==> src/sv/fpvm_fifo.sv <==
// Small register FIFO used for the middle queue and the output queue.
// No package dependency; overflow is prevented by the caller's credit count.
module fpvm_fifo #(
    parameter int WIDTH = 8,
    parameter int DEPTH = 8
) (
    input  logic             clk,
    input  logic             rst_n,
    input  logic             push,
    input  logic [WIDTH-1:0] push_data,
    input  logic             pop,
    output logic [WIDTH-1:0] pop_data,
    output logic             not_empty
);
    localparam int PW = $clog2(DEPTH);
    localparam int CW = $clog2(DEPTH + 1);

    logic [WIDTH-1:0] mem_reg [DEPTH];
    logic [PW-1:0]    wr_ptr_reg, wr_ptr_next;
    logic [PW-1:0]    rd_ptr_reg, rd_ptr_next;
    logic [CW-1:0]    cnt_reg, cnt_next;

    always_comb
    begin
        wr_ptr_next = wr_ptr_reg;
        rd_ptr_next = rd_ptr_reg;
        if (push)
        begin
            wr_ptr_next = (wr_ptr_reg == PW'(DEPTH - 1)) ? '0 : wr_ptr_reg + 1'b1;
        end
        if (pop)
        begin
            rd_ptr_next = (rd_ptr_reg == PW'(DEPTH - 1)) ? '0 : rd_ptr_reg + 1'b1;
        end
        cnt_next = cnt_reg + CW'(push) - CW'(pop);
    end

    always_ff @(posedge clk or negedge rst_n)
    begin
        if (!rst_n)
        begin
            wr_ptr_reg <= '0;
            rd_ptr_reg <= '0;
            cnt_reg    <= '0;
        end
        else
        begin
            wr_ptr_reg <= wr_ptr_next;
            rd_ptr_reg <= rd_ptr_next;
            cnt_reg    <= cnt_next;
        end
    end

    always_ff @(posedge clk)
    begin
        if (push)
        begin
            mem_reg[wr_ptr_reg] <= push_data;
        end
    end

    assign pop_data  = mem_reg[rd_ptr_reg];
    assign not_empty = (cnt_reg != '0);
endmodule

==> config.mk <==
export PLATFORM = sky130hd
export DESIGN_NAME = fpvm_fifo
export DESIGN_NICKNAME = d
export VERILOG_FILES = /design/src/sv/fpvm_fifo.sv
export SDC_FILE = /design/constraint.sdc
export NUM_CORES = 1
export LEC_CHECK = 0
export BUFFER_PORTS_ARGS = -buffer_cell sky130_fd_sc_hd__clkbuf_2
export CAP_MARGIN = 20
export CORE_MARGIN = 1
export CORE_UTILIZATION = 40
export CTS_CLUSTER_DIAMETER = 50
export CTS_CLUSTER_SIZE = 24
export DETAILED_ROUTE_END_ITERATION = 10
export SLEW_MARGIN = 20
export SYNTH_ARGS = -nofsm -noshare
export SYNTH_HDL_FRONTEND = slang
export SYNTH_SLANG_ARGS = --single-unit
==> constraint.sdc <==
create_clock -name clk -period 2.39 [get_ports clk]
set_input_delay 0.717 -clock clk [delete_from_list [all_inputs] [get_ports clk]]
set_output_delay 0.717 -clock clk [all_outputs]
set_load 0.005 [all_outputs]
==> reports/results.txt <==
Arr. time, crit path = 1.72 ns
crit path cell chain = buf_12 -> mux4_1 -> nand2_1 -> nand2_1 -> clkbuf_2
Max clock buf depth = 2
routed len/inst = 17.3 µm
RSZ-0062 raised after global routing = true
net count after synthesis = 187
Nets = 229
Largest register FFs = 64
Fmax = 0.411 GHz
Iteration-0 DRC Markers = 48
CP Buf/Inv Count = 2
First-pass DRT Iterations = 4
vias in the first global route = 1596
cell family with the largest share of critical-path delay = multiplexers
Design Area, Final = 0.00358 mm²
row count = 31
DRC errors left = 0
Final min period = 2.44 ns
TritonCTS Buffers = 9
final hold slack = 0.247 ns
IO Pins = 21
failing checks = negative setup slack
final hold vios = 0
post-place setup slack = 0.254 ns
CP Data Required Time = 1.67 ns
clk slew on worst S/H paths = 0.07 ns
number of diodes = 0
max cap viols = 0
placed insts = 291
synth warn = 0
HPWL Detailed = 3.47 mm
total number of vias = 1529
Initial Util = 0.416
Worst Tran Pin Value = 0.378 ns
Final ANT Viol Nets = 0
worst-skew pair later-pin latency = 0.33 ns
share of layout cells above drive strength 1 = 0.322
Area Overhead vs Synth = 18.2%
Critical Path End Type = output port
post-synthesis sequential area ratio = 0.717
clk sink count = 74
all-layer global routing usage = 0.148
hold_buf cts = 0
Max-slew headroom = 0.747
Slowest-stage cell, CP = mux4_1
syn_area_per_cell = 18.4 µm²
core area = 0.00729 mm²
outcome = finished, violations left
Mapped Cells = 165
Distinct cells, synth = 22
crit-path max FO = 9
crit path launch type = flip-flop
CTS tree = done
GR Overflow Total = 0
final wirelength = 5.37 mm
CTS root buffer = clkbuf_8
Synth Register Bits = 74
setup ws final = -0.0450 ns
Max Slew Vio Count = 0
Die X = 89.0 µm
WS Path Type = reg2out
skew final = 0.00818 ns
die height = 89.0 µm
Worst VDD drop = 0.643 mV
Max stage delay on crit path = 0.56 ns
Mapped Area = 0.00303 mm²
fin cells = 310
initial antenna violation count = 0
die area = 0.00793 mm²
first-pass GRT wire length = 7.99 mm
dpl cell area = 0.00332 mm²
PortBufs = 20
Leakage = 1.36 nW
part of the cycle the worst path needs = 1.02
Hold WC Path Type = in2async
# H-tree levels = 3
most frequent CP cell = nand2_1
final setup violation count = 6
vias per cell = 4.93
gpl congestion = 0.738
Power Density = 1190 mW/mm²
pin count of the biggest net entering global routing = 19
==> per-layer routing <==
layer / GRT usage / routed length (µm)
met1: 0.185 / 2360
met2: 0.250 / 2740
met5: 0 / 0
met4: 0.0577 / 48
met3: 0.0388 / 212
==> cells by family after synthesis <==
| family | count (synthesis) | synth area share |
|---|---|---|
| DFF | 74 | 0.717 |
| and+or+nand+nor | 42 | 0.0574 |
| muxes | 20 | 0.144 |
| buffers and inverters | 13 | 0.0252 |
| adders and majority gates | 10 | 0.0438 |
| AOI/OAI and AO/OA | 4 | 0.00743 |
| xor gates and xnor gates | 2 | 0.00578 |
==> final timing paths <==
path | endpoint | startpoint | slack (ns) | cells past startpoint
min in group clk | wr_ptr_reg[2] | wr_ptr_reg[2] | 0.57 | 1
max in group asynchronous | rd_ptr_reg[0] | rst_n | 1.91 | 1
hold reg to reg | wr_ptr_reg[2] | wr_ptr_reg[2] | 0.57 | 1
setup reg to reg | rd_ptr_reg[2] | rd_ptr_reg[0] | 0.80 | 5
hold / removal | wr_ptr_reg[1] | rst_n | 0.25 | 1
setup / recovery | pop_data[7] | rd_ptr_reg[0] | -0.05 | 5
==> per-stage QoR <==
step / power (mW) / setup TNS [ns] / utilization
after CTS: 4.26 / -0.514 / 0.487
after global routing: 4.53 / -0.790 / 0.491
after detailed placement: 3.18 / 0 / 0.456
final: 4.28 / -0.206 / 0.491
after global placement: 3.10 / 0 / 0.456
after floorplan: 2.70 / 0 / -
==> layout by cell type, fill, tap and decap left out, types with 2 or more instances in the layout <==
master,instances
edfxtp_1,64
nand2_1,26
clkbuf_2,20
mux4_2,12
buf_4,11
ha_1,9
clkbuf_8,9
dfrtp_1,9
nor2_1,8
inv_1,7
mux4_1,4
mux2_2,4
buf_12,3
xor2_1,2
nand2b_1,2
nor3_1,2
nand3b_1,2
o21ai_0,2
bufinv_16,2
clkinv_2,2
==> layout make-up <==
class	count	area [µm²]
sequential	74	2170
multi-input combinational	78	769
fill	643	3710
clock inverter	5	78.8
inverter	8	30.0
timing repair buffer	36	279
tap	99	124
clock buffer	10	128
==> repair_timing <==
| item | CTS | global route |
|---|---|---|
| endpoints found under the setup margin | 8 | 8 |
| gates resized for setup | 3 | 4 |
| pin swaps | 1 | 2 |
| buffers inserted | 2 | 1 |
| cloned | 0 | 1 |
==> synth_stat cells <==
| cell type | n | area [µm²] |
|---|---|---|
| a21o_1 | 1 | 7.51 |
| a21oi_1 | 1 | 5.00 |
| buf_12 | 1 | 20.0 |
| buf_2 | 3 | 15.0 |
| buf_6 | 1 | 11.3 |
| clkinv_1 | 1 | 3.75 |
| dfrtp_1 | 10 | 250 |
| edfxtp_1 | 64 | 1920 |
| fa_1 | 1 | 20.0 |
| ha_1 | 9 | 113 |
| inv_1 | 7 | 26.3 |
| mux2_2 | 4 | 45.0 |
| mux4_1 | 8 | 210 |
| mux4_2 | 8 | 180 |
| nand2_1 | 27 | 101 |
| nand2b_1 | 2 | 12.5 |
| nand3_1 | 1 | 5.00 |
| nand3b_1 | 2 | 15.0 |
| nor2_1 | 8 | 30.0 |
| nor3_1 | 2 | 10.0 |
| o21ai_0 | 2 | 10.0 |
| xor2_1 | 2 | 17.5 |
==> report_power, final <==
| group | internal (mW) | switching [mW] | total [mW] |
|---|---|---|---|
| clock network | 0.583 | 0.430 | 1.01 |
| registers | 1.66 | 0.100 | 1.76 |
| logic | 0.784 | 0.722 | 1.51 |
| total | 3.03 | 1.25 | 4.28 |
Note: power is estimated with default switching activity, not from simulation.
